File: src/rtl/ssd_pkg.sv
// ssd_pkg: shared types, codes, constants and the font table for the
// seven segment scan display. No dependencies; all files but ssd_if use it.

package ssd_pkg;

    // request operation codes
    typedef enum logic [1:0] {
        OP_INIT      = 2'd0,
        OP_SET_DIGITS = 2'd1,
        OP_SET_TEMP  = 2'd2,
        OP_REFRESH   = 2'd3
    } op_t;

    // configuration port
    localparam int CFG_IDX_W  = 2;
    localparam int CFG_DATA_W = 16;

    localparam logic [CFG_IDX_W-1:0] CFG_SEG_ACTIVE_HIGH = 2'd0;
    localparam logic [CFG_IDX_W-1:0] CFG_DIG_ACTIVE_HIGH = 2'd1;
    localparam logic [CFG_IDX_W-1:0] CFG_SELECT_FIRST    = 2'd2;
    localparam logic [CFG_IDX_W-1:0] CFG_REFRESH_INTERVAL = 2'd3;

    localparam logic [15:0] REFRESH_INTERVAL_RST = 16'd2;

    // digit code layout
    localparam logic [7:0] BLANK_CODE = 8'd16;
    localparam logic [7:0] DP_MASK    = 8'h80;
    localparam int         DIGIT_COUNT = 4;

    // temperature clamp and reciprocal constants for the decimal split
    localparam logic [13:0] TEMP_MAX  = 14'd9999;
    localparam int          RECIP_10   = 6554;   // 2^16 / 10, rounded up
    localparam int          RECIP_100  = 5243;   // 2^19 / 100, rounded up
    localparam int          RECIP_1000 = 8389;   // 2^23 / 1000, rounded up

    // default depth of the command queue between front and back
    localparam int QUEUE_DEPTH = 2;

    // classified command handed from front to back
    typedef struct packed {
        op_t              op;
        logic [3:0][7:0]  codes;     // raw codes, position 0 in [0]
        logic [13:0]      tval;      // clamped temperature in tenths
        logic [9:0]       q10;       // tval / 10
        logic [6:0]       q100;      // tval / 100
        logic [3:0]       q1000;     // tval / 1000
        logic [31:0]      now_ms;
    } cmd_t;

    // configuration register set
    typedef struct packed {
        logic        seg_active_high;
        logic        dig_active_high;
        logic        select_first;
        logic [15:0] refresh_interval;
    } cfg_t;

    // font lookup, indexes past the end show no segments
    function automatic logic [7:0] font_lookup(input logic [6:0] idx);
        logic [7:0] seg;
        case (idx)
            7'd0:  seg = 8'h3F;
            7'd1:  seg = 8'h06;
            7'd2:  seg = 8'h5B;
            7'd3:  seg = 8'h4F;
            7'd4:  seg = 8'h66;
            7'd5:  seg = 8'h6D;
            7'd6:  seg = 8'h7D;
            7'd7:  seg = 8'h07;
            7'd8:  seg = 8'h7F;
            7'd9:  seg = 8'h6F;
            7'd10: seg = 8'h77;
            7'd11: seg = 8'h7C;
            7'd12: seg = 8'h39;
            7'd13: seg = 8'h5E;
            7'd14: seg = 8'h79;
            7'd15: seg = 8'h71;
            7'd16: seg = 8'h00;
            7'd17: seg = 8'h40;
            7'd18: seg = 8'h3D;
            7'd19: seg = 8'h76;
            7'd20: seg = 8'h30;
            7'd21: seg = 8'h1E;
            7'd22: seg = 8'h38;
            7'd23: seg = 8'h54;
            7'd24: seg = 8'h3F;
            7'd25: seg = 8'h73;
            7'd26: seg = 8'h67;
            7'd27: seg = 8'h50;
            7'd28: seg = 8'h6D;
            7'd29: seg = 8'h78;
            7'd30: seg = 8'h3E;
            7'd31: seg = 8'h6E;
            7'd32: seg = 8'h5B;
            7'd33: seg = 8'h63;
            default: seg = 8'h00;
        endcase
        return seg;
    endfunction

endpackage

File: src/rtl/ssd_if.sv
// ssd_if: valid/ready channel interfaces for requests and results.
// Depends on nothing but plain logic types.

interface ssd_req_if;
    logic               valid;
    logic               ready;
    logic [1:0]         op;
    logic [7:0]         code_right;
    logic [7:0]         code_mid_right;
    logic [7:0]         code_mid_left;
    logic [7:0]         code_left;
    logic signed [14:0] temperature;
    logic [31:0]        now_ms;

    modport source (
        output valid, op, code_right, code_mid_right, code_mid_left, code_left,
               temperature, now_ms,
        input  ready
    );
    modport sink (
        input  valid, op, code_right, code_mid_right, code_mid_left, code_left,
               temperature, now_ms,
        output ready
    );
endinterface

interface ssd_res_if;
    logic       valid;
    logic       ready;
    logic [7:0] tx_first;
    logic [7:0] tx_second;
    logic [1:0] position;

    modport source (
        output valid, tx_first, tx_second, position,
        input  ready
    );
    modport sink (
        input  valid, tx_first, tx_second, position,
        output ready
    );
endinterface

File: src/rtl/ssd_front.sv
// ssd_front: takes requests, decodes the op, clamps the temperature and
// forms its decimal quotients. Depends on ssd_pkg and ssd_req_if.

module ssd_front (
    ssd_req_if.sink         req_in,
    output logic            push_valid,
    input  logic            push_ready,
    output ssd_pkg::cmd_t   push_cmd
);

    logic [13:0] tval;
    logic [26:0] prod10;
    logic [26:0] prod100;
    logic [26:0] prod1000;

    // clamp to 0..9999, negative values go to zero
    always_comb
    begin
        if (req_in.temperature[14])
            tval = '0;
        else if (req_in.temperature[13:0] > ssd_pkg::TEMP_MAX)
            tval = ssd_pkg::TEMP_MAX;
        else
            tval = req_in.temperature[13:0];
    end

    // quotients by reciprocal multiply, exact for the clamped range
    assign prod10   = 27'(tval) * 27'(ssd_pkg::RECIP_10);
    assign prod100  = 27'(tval) * 27'(ssd_pkg::RECIP_100);
    assign prod1000 = 27'(tval) * 27'(ssd_pkg::RECIP_1000);

    // command for the queue
    always_comb
    begin
        push_cmd.op     = ssd_pkg::op_t'(req_in.op);
        push_cmd.codes  = {req_in.code_left, req_in.code_mid_left,
                           req_in.code_mid_right, req_in.code_right};
        push_cmd.tval   = tval;
        push_cmd.q10    = prod10[25:16];
        push_cmd.q100   = prod100[25:19];
        push_cmd.q1000  = prod1000[26:23];
        push_cmd.now_ms = req_in.now_ms;
    end

    assign push_valid   = req_in.valid;
    assign req_in.ready = push_ready;

endmodule

File: src/rtl/ssd_queue.sv
// ssd_queue: short register queue of classified commands between the
// front and the back. Depends on ssd_pkg.

module ssd_queue #(
    parameter int DEPTH = ssd_pkg::QUEUE_DEPTH
) (
    input  logic            clk,
    input  logic            rst_n,
    input  logic            push_valid,
    output logic            push_ready,
    input  ssd_pkg::cmd_t   push_cmd,
    output logic            pop_valid,
    input  logic            pop_ready,
    output ssd_pkg::cmd_t   pop_cmd
);

    localparam int PTR_W = $clog2(DEPTH);
    localparam int CNT_W = $clog2(DEPTH + 1);

    ssd_pkg::cmd_t      mem_reg [DEPTH];
    logic [PTR_W-1:0]   wr_ptr_reg, wr_ptr_next;
    logic [PTR_W-1:0]   rd_ptr_reg, rd_ptr_next;
    logic [CNT_W-1:0]   count_reg, count_next;
    logic               push_fire;
    logic               pop_fire;

    assign push_ready = (count_reg != CNT_W'(DEPTH));
    assign pop_valid  = (count_reg != '0);
    assign pop_cmd    = mem_reg[rd_ptr_reg];
    assign push_fire  = push_valid && push_ready;
    assign pop_fire   = pop_valid && pop_ready;

    // pointer and fill count update
    always_comb
    begin
        wr_ptr_next = wr_ptr_reg;
        rd_ptr_next = rd_ptr_reg;
        count_next  = count_reg;
        if (push_fire)
        begin
            if (wr_ptr_reg == PTR_W'(DEPTH - 1))
                wr_ptr_next = '0;
            else
                wr_ptr_next = wr_ptr_reg + PTR_W'(1);
        end
        if (pop_fire)
        begin
            if (rd_ptr_reg == PTR_W'(DEPTH - 1))
                rd_ptr_next = '0;
            else
                rd_ptr_next = rd_ptr_reg + PTR_W'(1);
        end
        if (push_fire && !pop_fire)
            count_next = count_reg + CNT_W'(1);
        else if (pop_fire && !push_fire)
            count_next = count_reg - CNT_W'(1);
    end

    always_ff @(posedge clk or negedge rst_n)
    begin
        if (!rst_n)
        begin
            wr_ptr_reg <= '0;
            rd_ptr_reg <= '0;
            count_reg  <= '0;
        end
        else
        begin
            wr_ptr_reg <= wr_ptr_next;
            rd_ptr_reg <= rd_ptr_next;
            count_reg  <= count_next;
        end
    end

    // entry storage, no reset needed
    always_ff @(posedge clk)
    begin
        if (push_fire)
            mem_reg[wr_ptr_reg] <= push_cmd;
    end

    // fill count never passes the depth
    a_count_bound: assert property (@(posedge clk) disable iff (!rst_n)
        count_reg <= CNT_W'(DEPTH))
        else $error("queue count above depth");

    // a lone push grows the count by one
    a_push_count: assert property (@(posedge clk) disable iff (!rst_n)
        (push_fire && !pop_fire) |=> (count_reg == CNT_W'($past(count_reg) + CNT_W'(1))))
        else $error("queue count missed a push");

endmodule

File: src/rtl/ssd_back.sv
// ssd_back: executes queued commands on the digit buffer and scan state,
// holds the configuration and the result register. Depends on ssd_pkg
// and ssd_res_if.

module ssd_back (
    input  logic                            clk,
    input  logic                            rst_n,
    input  logic                            cfg_we,
    input  logic [ssd_pkg::CFG_IDX_W-1:0]   cfg_index,
    input  logic [ssd_pkg::CFG_DATA_W-1:0]  cfg_wdata,
    input  logic                            pop_valid,
    output logic                            pop_ready,
    input  ssd_pkg::cmd_t                   pop_cmd,
    ssd_res_if.source                       res_out
);

    ssd_pkg::cfg_t      cfg_reg, cfg_next;
    logic [3:0][7:0]    codes_reg, codes_next;
    logic [1:0]         scan_pos_reg, scan_pos_next;
    logic [31:0]        last_ms_reg, last_ms_next;
    logic               enabled_reg, enabled_next;
    logic               res_valid_reg, res_valid_next;
    logic [7:0]         tx_first_reg, tx_first_next;
    logic [7:0]         tx_second_reg, tx_second_next;
    logic [1:0]         position_reg, position_next;

    logic               pop_fire;
    logic               fire;
    logic [31:0]        elapsed;
    logic [7:0]         cur_code;
    logic [7:0]         seg;
    logic [7:0]         sel;
    logic [13:0]        d_full;
    logic [9:0]         u_full;
    logic [6:0]         t_full;
    logic [3:0][7:0]    temp_codes;

    assign pop_ready = !res_valid_reg || res_out.ready;
    assign pop_fire  = pop_valid && pop_ready;

    // configuration writes
    always_comb
    begin
        cfg_next = cfg_reg;
        if (cfg_we)
        begin
            case (cfg_index)
                ssd_pkg::CFG_SEG_ACTIVE_HIGH:  cfg_next.seg_active_high = cfg_wdata[0];
                ssd_pkg::CFG_DIG_ACTIVE_HIGH:  cfg_next.dig_active_high = cfg_wdata[0];
                ssd_pkg::CFG_SELECT_FIRST:     cfg_next.select_first    = cfg_wdata[0];
                ssd_pkg::CFG_REFRESH_INTERVAL: cfg_next.refresh_interval = cfg_wdata;
                default: cfg_next = cfg_reg;
            endcase
        end
    end

    // decimal remainders from the front's quotients
    always_comb
    begin
        d_full = pop_cmd.tval - 14'({pop_cmd.q10, 3'b000}) - 14'({pop_cmd.q10, 1'b0});
        u_full = pop_cmd.q10 - {pop_cmd.q100, 3'b000} - 10'({pop_cmd.q100, 1'b0});
        t_full = pop_cmd.q100 - {pop_cmd.q1000, 3'b000} - 7'({pop_cmd.q1000, 1'b0});
        temp_codes[0] = {4'b0000, d_full[3:0]};
        temp_codes[1] = ssd_pkg::DP_MASK | {4'b0000, u_full[3:0]};
        if (pop_cmd.tval < 14'd100)
        begin
            temp_codes[2] = ssd_pkg::BLANK_CODE;
            temp_codes[3] = ssd_pkg::BLANK_CODE;
        end
        else if (pop_cmd.tval < 14'd1000)
        begin
            temp_codes[2] = {4'b0000, t_full[3:0]};
            temp_codes[3] = ssd_pkg::BLANK_CODE;
        end
        else
        begin
            temp_codes[2] = {4'b0000, t_full[3:0]};
            temp_codes[3] = {4'b0000, pop_cmd.q1000};
        end
    end

    // refresh timing and byte formation
    always_comb
    begin
        elapsed  = pop_cmd.now_ms - last_ms_reg;
        fire     = pop_fire && (pop_cmd.op == ssd_pkg::OP_REFRESH) && enabled_reg
                   && (elapsed >= {16'd0, cfg_reg.refresh_interval});
        cur_code = codes_reg[scan_pos_reg];
        seg      = ssd_pkg::font_lookup(cur_code[6:0]) | (cur_code & ssd_pkg::DP_MASK);
        if (!cfg_reg.seg_active_high)
            seg = ~seg;
        sel = 8'b0000_0001 << scan_pos_reg;
        if (!cfg_reg.dig_active_high)
            sel = ~sel;
    end

    // state and result register update
    always_comb
    begin
        codes_next     = codes_reg;
        scan_pos_next  = scan_pos_reg;
        last_ms_next   = last_ms_reg;
        enabled_next   = enabled_reg;
        res_valid_next = res_valid_reg && !res_out.ready;
        tx_first_next  = tx_first_reg;
        tx_second_next = tx_second_reg;
        position_next  = position_reg;
        if (pop_fire)
        begin
            case (pop_cmd.op)
                ssd_pkg::OP_INIT:
                begin
                    codes_next    = {ssd_pkg::DIGIT_COUNT{ssd_pkg::BLANK_CODE}};
                    scan_pos_next = '0;
                    enabled_next  = 1'b1;
                end
                ssd_pkg::OP_SET_DIGITS: codes_next = pop_cmd.codes;
                ssd_pkg::OP_SET_TEMP:   codes_next = temp_codes;
                ssd_pkg::OP_REFRESH:
                begin
                    if (fire)
                    begin
                        last_ms_next   = pop_cmd.now_ms;
                        scan_pos_next  = scan_pos_reg + 2'd1;
                        res_valid_next = 1'b1;
                        tx_first_next  = cfg_reg.select_first ? sel : seg;
                        tx_second_next = cfg_reg.select_first ? seg : sel;
                        position_next  = scan_pos_reg;
                    end
                end
                default: codes_next = codes_reg;
            endcase
        end
    end

    always_ff @(posedge clk or negedge rst_n)
    begin
        if (!rst_n)
        begin
            cfg_reg.seg_active_high  <= 1'b0;
            cfg_reg.dig_active_high  <= 1'b1;
            cfg_reg.select_first     <= 1'b0;
            cfg_reg.refresh_interval <= ssd_pkg::REFRESH_INTERVAL_RST;
            codes_reg     <= {ssd_pkg::DIGIT_COUNT{ssd_pkg::BLANK_CODE}};
            scan_pos_reg  <= '0;
            last_ms_reg   <= '0;
            enabled_reg   <= 1'b0;
            res_valid_reg <= 1'b0;
        end
        else
        begin
            cfg_reg       <= cfg_next;
            codes_reg     <= codes_next;
            scan_pos_reg  <= scan_pos_next;
            last_ms_reg   <= last_ms_next;
            enabled_reg   <= enabled_next;
            res_valid_reg <= res_valid_next;
        end
    end

    // result payload, no reset needed
    always_ff @(posedge clk)
    begin
        tx_first_reg  <= tx_first_next;
        tx_second_reg <= tx_second_next;
        position_reg  <= position_next;
    end

    assign res_out.valid     = res_valid_reg;
    assign res_out.tx_first  = tx_first_reg;
    assign res_out.tx_second = tx_second_reg;
    assign res_out.position  = position_reg;

    // a new result only follows a refresh request taken from the queue
    a_result_source: assert property (@(posedge clk) disable iff (!rst_n)
        $rose(res_valid_reg) |->
            $past(pop_valid && pop_ready && (pop_cmd.op == ssd_pkg::OP_REFRESH)))
        else $error("result without a refresh request");

    // a fired refresh records its time
    a_last_time: assert property (@(posedge clk) disable iff (!rst_n)
        fire |=> (last_ms_reg == $past(pop_cmd.now_ms)))
        else $error("refresh time not recorded");

    // a fired refresh moves the scan to the next position
    a_scan_step: assert property (@(posedge clk) disable iff (!rst_n)
        fire |=> (scan_pos_reg == 2'($past(scan_pos_reg) + 2'd1))
                 && (position_reg == $past(scan_pos_reg)))
        else $error("scan position did not advance");

endmodule

File: src/rtl/seven_segment_scan_display.sv
// seven_segment_scan_display: top level of the four digit scan driver.
// Depends on ssd_pkg, ssd_if, ssd_front, ssd_queue and ssd_back.
//
//   channel   direction  carries
//   req_in    sink       op, four digit codes, temperature, now_ms
//   res_out   source     tx_first, tx_second, position
//   cfg_*     write      cfg_we, cfg_index, cfg_wdata (16 bits)
//
// One request is taken per cycle; while the result is not stalled, the back
// executes one queued command per cycle, so the sustained rate is one
// request per clock. A taken refresh request passes through a queue entry,
// then the result register.
// Reset is asynchronous and needs no clearing pass; the buffer resets blank.
// A stalled result holds the back; requests keep flowing until the
// QUEUE_DEPTH entry queue fills.

module seven_segment_scan_display #(
    parameter int QUEUE_DEPTH = ssd_pkg::QUEUE_DEPTH
) (
    input  logic                            clk,
    input  logic                            rst_n,
    ssd_req_if.sink                         req_in,
    ssd_res_if.source                       res_out,
    input  logic                            cfg_we,
    input  logic [ssd_pkg::CFG_IDX_W-1:0]   cfg_index,
    input  logic [ssd_pkg::CFG_DATA_W-1:0]  cfg_wdata
);

    logic           push_valid;
    logic           push_ready;
    ssd_pkg::cmd_t  push_cmd;
    logic           pop_valid;
    logic           pop_ready;
    ssd_pkg::cmd_t  pop_cmd;

    // request decode and temperature split
    ssd_front u_front (
        .req_in     (req_in),
        .push_valid (push_valid),
        .push_ready (push_ready),
        .push_cmd   (push_cmd)
    );

    // command queue
    ssd_queue #(
        .DEPTH (QUEUE_DEPTH)
    ) u_queue (
        .clk        (clk),
        .rst_n      (rst_n),
        .push_valid (push_valid),
        .push_ready (push_ready),
        .push_cmd   (push_cmd),
        .pop_valid  (pop_valid),
        .pop_ready  (pop_ready),
        .pop_cmd    (pop_cmd)
    );

    // execution and result register
    ssd_back u_back (
        .clk       (clk),
        .rst_n     (rst_n),
        .cfg_we    (cfg_we),
        .cfg_index (cfg_index),
        .cfg_wdata (cfg_wdata),
        .pop_valid (pop_valid),
        .pop_ready (pop_ready),
        .pop_cmd   (pop_cmd),
        .res_out   (res_out)
    );

endmodule
File: src/flat_wrapper.sv
// flat-port wrapper written by rule: the top's interface ports become plain ports
module seven_segment_scan_display_flat 
#(
    parameter int QUEUE_DEPTH = ssd_pkg::QUEUE_DEPTH
)
  (clk, rst_n, cfg_we, cfg_index, cfg_wdata, req_in_valid, req_in_op, req_in_code_right, req_in_code_mid_right, req_in_code_mid_left, req_in_code_left, req_in_temperature, req_in_now_ms, req_in_ready, res_out_valid, res_out_tx_first, res_out_tx_second, res_out_position, res_out_ready);
  ssd_req_if req_in_i ();
  ssd_res_if res_out_i ();
  input  logic clk;
  input  logic rst_n;
  input  logic cfg_we;
  input  logic [ssd_pkg::CFG_IDX_W-1:0] cfg_index;
  input  logic [ssd_pkg::CFG_DATA_W-1:0] cfg_wdata;
  input wire logic [$bits(req_in_i.valid)-1:0] req_in_valid;
  input wire logic [$bits(req_in_i.op)-1:0] req_in_op;
  input wire logic [$bits(req_in_i.code_right)-1:0] req_in_code_right;
  input wire logic [$bits(req_in_i.code_mid_right)-1:0] req_in_code_mid_right;
  input wire logic [$bits(req_in_i.code_mid_left)-1:0] req_in_code_mid_left;
  input wire logic [$bits(req_in_i.code_left)-1:0] req_in_code_left;
  input wire logic [$bits(req_in_i.temperature)-1:0] req_in_temperature;
  input wire logic [$bits(req_in_i.now_ms)-1:0] req_in_now_ms;
  output wire logic [$bits(req_in_i.ready)-1:0] req_in_ready;
  output wire logic [$bits(res_out_i.valid)-1:0] res_out_valid;
  output wire logic [$bits(res_out_i.tx_first)-1:0] res_out_tx_first;
  output wire logic [$bits(res_out_i.tx_second)-1:0] res_out_tx_second;
  output wire logic [$bits(res_out_i.position)-1:0] res_out_position;
  input wire logic [$bits(res_out_i.ready)-1:0] res_out_ready;
  assign req_in_i.valid = req_in_valid;
  assign req_in_i.op = req_in_op;
  assign req_in_i.code_right = req_in_code_right;
  assign req_in_i.code_mid_right = req_in_code_mid_right;
  assign req_in_i.code_mid_left = req_in_code_mid_left;
  assign req_in_i.code_left = req_in_code_left;
  assign req_in_i.temperature = req_in_temperature;
  assign req_in_i.now_ms = req_in_now_ms;
  assign req_in_ready = req_in_i.ready;
  assign res_out_valid = res_out_i.valid;
  assign res_out_tx_first = res_out_i.tx_first;
  assign res_out_tx_second = res_out_i.tx_second;
  assign res_out_position = res_out_i.position;
  assign res_out_i.ready = res_out_ready;
  seven_segment_scan_display #(.QUEUE_DEPTH(QUEUE_DEPTH)) u_core (.clk(clk), .rst_n(rst_n), .req_in(req_in_i), .res_out(res_out_i), .cfg_we(cfg_we), .cfg_index(cfg_index), .cfg_wdata(cfg_wdata));
endmodule
File: config.mk
export PLATFORM = sky130hd
export DESIGN_NAME = seven_segment_scan_display_flat
export DESIGN_NICKNAME = d
export VERILOG_FILES = /design/src/rtl/ssd_pkg.sv /design/src/rtl/ssd_if.sv /design/src/rtl/ssd_front.sv /design/src/rtl/ssd_queue.sv /design/src/rtl/ssd_back.sv /design/src/rtl/seven_segment_scan_display.sv /design/src/flat_wrapper.sv
export SDC_FILE = /design/constraint.sdc
export NUM_CORES = 1
export LEC_CHECK = 0
export BUFFER_PORTS_ARGS = -buffer_cell sky130_fd_sc_hd__buf_2
export CAP_MARGIN = 15
export CORE_AREA = 2 2 278 280
export DETAILED_ROUTE_END_ITERATION = 7
export DIE_AREA = 0 0 280 282
export GPL_TIMING_DRIVEN = 1
export PLACE_DENSITY_LB_ADDON = 0.15
export SYNTH_ARGS = -nofsm -noshare
export SYNTH_HDL_FRONTEND = slang
export SYNTH_SLANG_ARGS = --single-unit
export TNS_END_PERCENT = 5
File: constraint.sdc
create_clock -name clk -period 7.4 [get_ports clk]
set_input_delay 1.11 -clock clk [delete_from_list [all_inputs] [get_ports clk]]
set_output_delay 1.11 -clock clk [all_outputs]
set_load 0.005 [all_outputs]
## Yosys cells after proc, flatten, opt, wreduce, memory -nomap -nowiden

Memories as Yosys holds them, arrays and structs flattened.
Index checks and enable logic that the tools add are counted.

| word-level totals | value |
|---|---|
| register bits | 109 |
| output and inout port bits | 20 |
| logic and storage cells | 102 |
| memories | 2 |
| RAM bits | 202 |
| bits in read-only memories | 448 |
| bits of input ports | 104 |

Memory list:

| memory | depth | width | read ports | clocked after memory_dff | wr ports | RTL line | source |
|---|---|---|---|---|---|---|---|
| (name not given) | 64 | 7 | 1 | 0 | 0 | ssd_pkg.sv:61 | `case (idx)` |
| u_core.u_queue.mem_reg | 2 | 101 | 1 | 0 | 1 | ssd_queue.sv:20 | `ssd_pkg::cmd_t mem_reg [DEPTH];` |

| operators by class | value |
|---|---|
| bitwise gates (word level) | 3 |
| shift operators | 1 |
| reduce and logical (&&, ||, !) cells | 27 |
| equality and inequality tests | 8 |
| order comparisons | 5 |
| multipliers | 3 |
| add/subtract/negate cells | 12 |
| multiplexer cells | 23 |

Operators by type and width:

| kind | count |
|---|---|
| 32-bit case mux with 3 select lines | 1 |
| 8-bit 2-to-1 mux | 6 |
| 32-bit by 16-bit >= comparator with 1-bit output | 1 |
| 32-bit subtractor | 1 |
| 14-bit 2-to-1 mux | 2 |
| 14-bit by 14-bit multiplier with 27-bit output (second input constant) | 1 |
| 14-bit by 13-bit multiplier with 26-bit output (second input constant) | 1 |
| 13-bit 2-to-1 mux | 2 |
| 14-bit by 12-bit multiplier with 25-bit output (second input constant) | 1 |
| 4-bit subtractor | 6 |
| 8-bit binary-select mux with 2-bit select | 1 |
| 8-bit inverter | 2 |
| 14-bit greater-than comparator (second input constant) | 1 |
| 14-bit by 10-bit less-than comparator with 1-bit output (second input constant) | 1 |
| 14-bit by 7-bit less-than comparator with 1-bit output (second input constant) | 1 |
| 2-bit AND reduction | 6 |
| 2-bit == test (second input constant) | 4 |
| 1-bit logical AND | 8 |
| 8-bit OR | 1 |
| 1-bit by 2-bit left shift with 8-bit output (first input constant) | 1 |
| 1-bit 2-to-1 mux | 7 |
| 2-bit 2-to-1 mux | 3 |
| 3-bit AND reduction | 2 |
| 2-bit nonzero test | 3 |
| other kinds (11) | 19 |

## Logic depth before layout (Yosys ltp)

Gate-level depths: netlist of run 1.

| logic depth | value |
|---|---|
| word-level depth | 9 |
| mapped depth | 28 |
| gate-level depth less buffers | 26 |

## Modules after synthesis

A second synthesis of run 1 with hierarchy kept.

| unflattened totals | value |
|---|---|
| cells, all modules | 2208 |
| area, all modules | 24772.5 um^2 |

Modules (own cells, without submodules):

| module | cells each | times used | sequential area each (um^2) | area an instance (um^2) |
|---|---|---|---|---|
| ssd_front | 998 | 1 | 0.0 | 8867.3 |
| ssd_back | 878 | 1 | 2725.1 | 8100.3 |
| ssd_queue | 332 | 1 | 6165.9 | 7805.0 |

## Worst setup path before layout of run 1

No wires, ideal clock.

| timing | value |
|---|---|
| kind | in2reg |
| from | in req_in_temperature[5] |
| to | mem u_core.u_queue.mem_reg[0][39] (netlist bit) (data pin) |
| slack | 0.483 ns |
| library setup time | 0.264 ns |
| data arrival time | 6.653 ns |
| path buffers | 0 |
| cell stages on the path | 26 |
| data required time | 7.136 ns |
| cells stage by stage | nor4_1 nor2_1 o31a_1 nor2_1 nand2_1 inv_1 ha_1 inv_1 fa_1 inv_1 fa_1 fa_1 inv_1 fa_1 inv_1 ha_1 o21a_1 o21a_1 o21a_1 a21oi_1 o21ai_0 o21a_1 o31a_1 o21a_1 nor2_1 xnor2_1 |

RTL lines:

| element | RTL line | source |
|---|---|---|
| from (decl) | flat_wrapper.sv:20 | `input wire logic [$bits(req_in_i.temperature)-1:0] req_in_temperature;` |
| to (decl) | ssd_queue.sv:20 |  |

==> qor.yml, run 1 <==
synth:
  synth_xor_area_share_pct: 3.02
  synthFlopType: "edfxtp_1"
  synth_compound_area_share_pct: 8.80
  synth-seq-area-share_pct: 38.3
  synthMuxAreaShare_pct: 8.46
  synthCells: 1942
  avgSynthCellArea_um2: 11.2
  synthesis.area_um2: 21800
  yosys.area_share.simple_pct: 7.30
  synth-seq-cells: 293
  syn-num-nets: 2437
  ys_types: 80
  synthAdderAreaFrac_pct: 26.7
  synth_edf_count: 202
  yosys_warnings: 0
  synth_top_family_by_area: "adder cells"
  async_flop_share_pct: 31.1
finish:
  diodes: 0
  drive_gt1_share_pct: 16.8
  n_fill_cell: 7671
  area_delta_synth_final_pct: 13.9
  largest_reg_flops: 184
  fin_area_um2: 24800
  layout_common_cells: "354 x inv_1, 267 x ha_1, 202 x edfxtp_1"
  final_nets: 2588
  layout_commonest_cell: "inv_1"
routing:
  routed_via_density: 4.62
  ant_nets: 0
  first_pass_iters: 5
  routed_wl_mm: 53.9
  first_iter_violations: 592
  drc: 0
  wire_per_inst_um: 17.4
  routed-via-count: 14300
place:
  gp_congestion: 0.862
  io_buffer_count: 123
  dpl.hpwl_mm: 42.9
  post_dp_cell_area_um2: 23700
timing:
  finalSetupViolCount: 0
  fin_tns_setup_ns: 0
  relSlewSlack_pct: 38.1
  slew_violations: 0
  fmax_mhz: 148
  timing.final.crit_share_pct: 91.0
  hold_violations: 0
  worst_pin_slew_ns: 0.925
  rsz0062_at_grt: "false"
  min_period_ns: 6.74
  skew_ns: 0.0126
global_routing:
  grtUsageTotal_pct: 13.8
  antenna_found_initial: 3
  grt_use_met2_pct: 24.3
  grt_max_degree: 61
  grt_pass1_vias: 15300
  grt_busiest_layer: "met2"
  met1_usage_pct: 17.8
  grt_pass1_wl_mm: 85.6
  overflow: 0
  use_met3_pct: 1.76
critical_path:
  cp_max_fo: 8
  reg2reg_slack_ns: 1.63
  crit_arrival_ns: 7.06
  crit_type: "input pin to flop"
  critPathRequiredTime_ns: 7.73
  endpoint_kind: "flop"
  startpoint_type: "input pin"
clock_network:
  path_clk_slew_ns: 0.06
  postCtsSetupBuffers: 0
  cts-resized-gates: 0
  cts_max_level: 1
  clock-sinks: 293
  cts.path.max_buffers: 3
  holdBufCountCts: 0
  root_buffer: "clkbuf_16"
  cts-buffers-inserted: 31
  clock_latency_ns: 0.59
  cts_tree: "yes"
power_and_ir_drop:
  internal_power_w: 0.00573
  power_frac_clock_pct: 16.6
  p_sw_share_pct: 42.5
  p_leak_nw: 11.4
  power_density_nw_per_um2: 402
  switchingPower_w: 0.00423
  pwr-share-seq_pct: 26.2
  comb_power_share_pct: 57.3
  max-vdd-ir-drop_uv: 207
floorplan:
  die_y_um: 282
  fp.dieW_um: 280
  coreArea_um2: 75700
  initial_utilization_pct: 28.8
  rows: 101
  io_pins: 124
  die_area_um2: 79000
min_path:
  min_path_type: "flop to flop"
outcome:
  outcome: "finished clean"
run:
  max_cap_viol_count: 0
-- cells in the mapped netlist, types with 5 or more instances --
library cell  number  share of area [%]
inv_1            354                6.1
ha_1             267                 15
edfxtp_1         202                 28
nand2_1          128                2.2
fa_1             124                 11
dfrtp_1           85                9.8
a21oi_1           80                1.8
nor2_1            75                1.3
o21ai_0           62                1.4
mux2_2            60                3.1
mux2i_1           58                2.7
xnor2_1           52                2.1
mux2_4            27                1.9
xor2_1            23               0.92
clkbuf_1          21               0.36
nand3_1           21               0.48
o21a_1            21               0.72
a21o_1            19               0.65
buf_2             19               0.44
nand2b_1          19               0.55
nor3_1            17               0.39
o31ai_1           14               0.48
nand4_1           13               0.37
a211oi_1          10               0.34
nor2b_1           10               0.29
o211ai_1          10               0.34
or2_2              9               0.26
a31oi_1            8               0.23
mux4_2             8               0.83
nor4_1             7               0.20
o21bai_1           7               0.24
and2_1             6               0.17
and3_1             6               0.17
dfstp_2            6               0.72
a221oi_1           5               0.20
nor3b_1            5               0.17
-- layer usage --
layer	wire, um	share of wire [%]	vias to the layer above
met5	41	0.076	-
met1	24100	45	7048
met3	2070	3.8	69
met4	1220	2.3	6
met2	26400	49	215
li1	-	-	6955
-- metrics by stage --
step | total power, W | hold slack (ns) | util [%] | std cells | setup slack [ns]
finish | 0.00997 | 0.454 | 32.8 | 3096 | 0.663
CTS | 0.0101 | 0.443 | 32.8 | 3096 | 0.714
detailed placement | 0.00843 | 0.442 | 31.3 | 3038 | 0.0763
global route | 0.0109 | 0.474 | 32.8 | 3096 | 0.244
floorplan | 0.00696 | 0.420 | - | 1942 | 0.483
global placement | 0.00838 | 0.431 | 31.3 | 3038 | 0.102
-- area by class of cell --
class / instances / area, um^2 / share of cell area (%)
inverter: 355 / 1340 / 5.38
timing repair buffer: 167 / 948 / 3.83
clock inverter: 18 / 224 / 0.903
tap: 978 / 1220 / 4.94
sequential: 293 / 8350 / 33.7
multi-input combinational: 1245 / 11800 / 47.8
clock buffer: 40 / 870 / 3.51
-- power by group through the flow --
stage | Combinational (W) | Clock, W | Sequential, W
after floorplan | 0.00438 | 0 | 0.00257
after global placement | 0.00574 | 0 | 0.00264
after detailed placement | 0.00578 | 0 | 0.00265
after CTS | 0.00581 | 0.00171 | 0.00262
after global routing | 0.00651 | 0.00176 | 0.00267
final | 0.00571 | 0.00165 | 0.00261
-- worst paths after layout --
kind | from | endpoint | cells past startpoint
setup / recovery | req_in_temperature[5] | u_core.u_queue.mem_reg[0][39] | 26
hold / removal | u_core.u_back.enabled_reg | u_core.u_back.enabled_reg | 1
setup reg to reg | u_core.u_queue.rd_ptr_reg | u_core.u_back.last_ms_reg[7] | 22
hold reg to reg | u_core.u_back.enabled_reg | u_core.u_back.enabled_reg | 1
max in group asynchronous | rst_n | u_core.u_queue.rd_ptr_reg | 2
min in group asynchronous | rst_n | u_core.u_back.last_ms_reg[1] | 1
-- kinds of logic (layout without fill, tap and decap cells) --
logic type	after synthesis	count (layout)
adders and majority gates	391	391
DFF	293	293
AOI/OAI and AO/OA	291	291
buffers and inverters	404	580
muxes	153	153
and+or+nand+nor	335	335
xor gates and xnor gates	75	75
-- worst max-delay path, stage by stage --
cell     delay, ns
buf_2         0.11
nor4_1        0.28
nor2_1        0.08
o31a_1        0.33
nor2_1        0.28
buf_4         0.19
nand2_1       0.07
inv_1         0.33
fa_1          0.49
ha_1          0.31
fa_1          0.46
fa_1          0.55
inv_1         0.06
fa_1          0.53
inv_1         0.04
ha_1          0.28
o21a_1        0.10
o21a_1        0.16
o21a_1        0.18
a21oi_1       0.13
o21ai_0       0.10
o21a_1        0.21
o31a_1        0.29
o21a_1        0.19
nor2_1        0.13
xnor2_1       0.09
(Power assumes the default switching activity.)
==> run 2, diff against run 1 <==
--- a/config.mk
+++ b/config.mk
@@ -5,11 +5,12 @@
 export SDC_FILE = /design/constraint.sdc
 export NUM_CORES = 1
 export LEC_CHECK = 0
+export ABC_AREA = 1
 export BUFFER_PORTS_ARGS = -buffer_cell sky130_fd_sc_hd__buf_2
 export CAP_MARGIN = 15
-export CORE_AREA = 2 2 278 280
+export CORE_AREA = 2 2 283 285
 export DETAILED_ROUTE_END_ITERATION = 7
-export DIE_AREA = 0 0 280 282
+export DIE_AREA = 0 0 285 287
 export GPL_TIMING_DRIVEN = 1
 export PLACE_DENSITY_LB_ADDON = 0.15
 export SYNTH_ARGS = -nofsm -noshare
==> run 2 against run 1 <==
  * Maximum frequency rose by 7.8%
  * Non-clock buffer count is 13 lower
  * Clock power fell by 11%
  * Critical endpoint is now u_core.u_queue.mem_reg[0][46]
  * Sequential power fell by 2%
  * Highest routed layer unchanged
  * Setup slack better by 0.49 ns
  * Largest cell class unchanged
  * Hold slack better by 0.0083 ns
==> qor.yml, run 2 <==
outcome:
  outcome: "finished clean"  # unchanged
timing:
  timing.final.crit_share_pct: 84.5  # was 91.0%
  finalSetupViolCount: 0  # unchanged
  slew_violations: 0  # unchanged
  fmax_mhz: 160  # was 148 MHz
  skew_ns: 0.0233  # was 0.0126 ns
  fin_tns_setup_ns: 0  # unchanged
  worst_pin_slew_ns: 1.00  # was 0.925 ns
  fin_ws_ns: 1.15  # was 0.663 ns
  min_period_ns: 6.25  # was 6.74 ns
  hold_violations: 0  # unchanged
  relSlewSlack_pct: 33.2  # was 38.1%
  rsz0062_at_grt: "false"  # unchanged
place:
  gp_congestion: 0.847  # was 0.862
  dpl.hpwl_mm: 47.9  # was 42.9 mm
  io_buffer_count: 123  # unchanged
  pre_cts_slack_ns: 0.521  # was 0.0763 ns
power_and_ir_drop:
  pwr-share-seq_pct: 24.6  # was 26.2%
  max-vdd-ir-drop_uv: 192  # was 207 uV
  power_frac_clock_pct: 14.1  # was 16.6%
  internal_power_w: 0.00533  # was 0.00573 W
  power_density_nw_per_um2: 408  # was 402 nW/um^2
  comb_power_share_pct: 61.2  # was 57.3%
  switchingPower_w: 0.00509  # was 0.00423 W
  p_leak_nw: 12.9  # was 11.4 nW
  p_sw_share_pct: 48.8  # was 42.5%
global_routing:
  grt_pass1_vias: 17700  # was 15,300
  met1_usage_pct: 19.5  # was 17.8%
  grt_busiest_layer: "met2"  # unchanged
  grtUsageTotal_pct: 15.0  # was 13.8%
  grt_max_degree: 64  # was 61
  grt_pass1_wl_mm: 97.6  # was 85.6 mm
  use_met3_pct: 1.52  # was 1.76%
  antenna_found_initial: 1  # was 3
  grt_use_met2_pct: 27.0  # was 24.3%
  overflow: 0  # unchanged
critical_path:
  crit_arrival_ns: 6.60  # was 7.06 ns
  critPathRequiredTime_ns: 7.75  # was 7.73 ns
  cp_slowest_stage_delay_ns: 0.56  # was 0.55 ns
  crit_type: "input pin to flop"  # unchanged
  path_delay_family: "adder cells"  # unchanged
  cp_slowest_cell: "fa_1"  # unchanged
  startpoint_type: "input pin"  # unchanged
  endpoint_kind: "flop"  # unchanged
  cp_max_fo: 10  # was 8
  path_buf_inv: 6  # was 5
finish:
  drive_gt1_share_pct: 8.32  # was 16.8%
  diodes: 0  # unchanged
  utilization_pct: 32.5  # was 32.8%
  final_nets: 3236  # was 2,588
  layout_commonest_cell: "nand2_1"  # was inv_1
  area_delta_synth_final_pct: 13.0  # was 13.9%
  layout_common_cells: "669 x nand2_1, 527 x inv_1, 267 x ha_1"  # was 354 x inv_1, 267 x ha_1, 202 x edfxtp_1
  largest_reg_flops: 184  # unchanged
routing:
  routed_wl_mm: 60.6  # was 53.9 mm
  first_pass_iters: 5  # unchanged
  first_iter_violations: 747  # was 592
  routed_via_density: 4.45  # was 4.62
  drc: 0  # unchanged
  routed-via-count: 17000  # was 14,300
  wire_per_inst_um: 15.9  # was 17.4 um
  ant_nets: 0  # unchanged
run:
  max_cap_viol_count: 0  # unchanged
floorplan:
  fp.dieW_um: 285  # was 280 um
  die_area_um2: 81800  # was 79,000 um^2
  coreArea_um2: 78600  # was 75,700 um^2
  die_y_um: 287  # was 282 um
  rows: 103  # was 101
  initial_utilization_pct: 28.7  # was 28.8%
  io_pins: 124  # unchanged
synth:
  synthFlopType: "edfxtp_1"  # unchanged
  async_flop_share_pct: 31.1  # unchanged
  synth-seq-cells: 293  # unchanged
  synth_edf_count: 202  # unchanged
  avgSynthCellArea_um2: 8.69  # was 11.2 um^2
  synth_most_common_cell: "nand2_1"  # was inv_1
  synthCells: 2600  # was 1,942
  synth-seq-area-share_pct: 37.0  # was 38.3%
  synth_common_cells: "669 x nand2_1, 528 x inv_1, 267 x ha_1"  # was 354 x inv_1, 267 x ha_1, 202 x edfxtp_1
  synth_top_area_share_pct: 26.8  # was 27.9%
  ys_types: 53  # was 80
  syn-num-nets: 3095  # was 2,437
  synthTopCellsByArea: "edfxtp_1 27%, ha_1 15%, nand2_1 11%"  # was edfxtp_1 28%, ha_1 15%, fa_1 11%
  synthesis.area_um2: 22600  # was 21,800 um^2
  yosysTopAreaCell: "edfxtp_1"  # unchanged
  yosys_warnings: 0  # unchanged
clock_network:
  clock-sinks: 293  # unchanged
  cts_max_level: 1  # unchanged
  path_clk_slew_ns: 0.07  # was 0.06 ns
  cts-resized-gates: 0  # unchanged
  cts.path.max_buffers: 3  # unchanged
  cts_tree: "yes"  # unchanged
  holdBufCountCts: 0  # unchanged
  root_buffer: "clkbuf_16"  # unchanged
  clock_latency_ns: 0.60  # was 0.59 ns
  cts-buffers-inserted: 30  # was 31
  postCtsSetupBuffers: 0  # unchanged
min_path:
  min_path_type: "flop to flop"  # unchanged
run 2: worst paths after layout:
path                                                      end  depth (start not counted)                       from  slack [ns]
max                             u_core.u_queue.mem_reg[0][46]                         27     req_in_temperature[10]        1.15
max reg2reg                u_core.u_back.res_out.tx_second[5]                         22  u_core.u_queue.rd_ptr_reg        2.48
min                                 u_core.u_back.enabled_reg                          2  u_core.u_back.enabled_reg        0.46
min reg2reg                         u_core.u_back.enabled_reg                          2  u_core.u_back.enabled_reg        0.46
max in group asynchronous           u_core.u_queue.rd_ptr_reg                          2                      rst_n        5.71
min in group asynchronous        u_core.u_back.last_ms_reg[1]                          1                      rst_n        0.48
run 2: routing by layer:
metal | wire [um] | share of wire [%]
met2 | 29700 | 49
met5 | 10 | 0.016
met4 | 928 | 1.5
met1 | 28200 | 47
met3 | 1810 | 3.0
run 2: through the flow:
| step | cells | instance area, um^2 | total power (W) | hold slack, ns |
|---|---|---|---|---|
| 2_1_floorplan | 2600 | 22600 | 0.00726 | 0.434 |
| 3_3_place_gp | 3758 | 24500 | 0.00904 | 0.445 |
| 3_5_place_dp | 3758 | 24500 | 0.00908 | 0.451 |
| 4_1_cts | 3813 | 25500 | 0.0106 | 0.465 |
| 5_1_grt | 3814 | 25500 | 0.0116 | 0.488 |
| 6_report | 3814 | 25500 | 0.0104 | 0.462 |
run 2: power groups by stage:
stage	clock network [W]	logic, W	registers, W
finish	0.00147	0.00638	0.00257
global route	0.00160	0.00741	0.00262
CTS	0.00154	0.00652	0.00257
detailed placement	0	0.00648	0.00261
global placement	0	0.00644	0.00260
floorplan	0	0.00471	0.00255
run 2: final cells by class:
class	instances	area, um^2
Fill cell	8294	53100
Multi-Input combinational cell	1727	12000
Sequential cell	293	8350
Inverter	535	2010
Tap cell	1050	1310
Timing Repair Buffer	154	871
Clock buffer	37	808
Clock inverter	18	144
run 2: logic make-up (layout without fill, tap and decap cells):
family	count (synthesis)	after routing	synth area share (%)
flops	293	293	37.0
xor+xnor	69	69	2.67
mux	7	7	0.310
buf+inv	580	744	9.87
fa+ha+maj	391	391	25.8
compound gates	292	292	7.30
simple gates	968	968	17.1
run 2: worst min-delay path: stages (launching register included):
cell     delay (ns)
dfrtp_1        0.34
inv_1          0.04
nand2_1        0.05
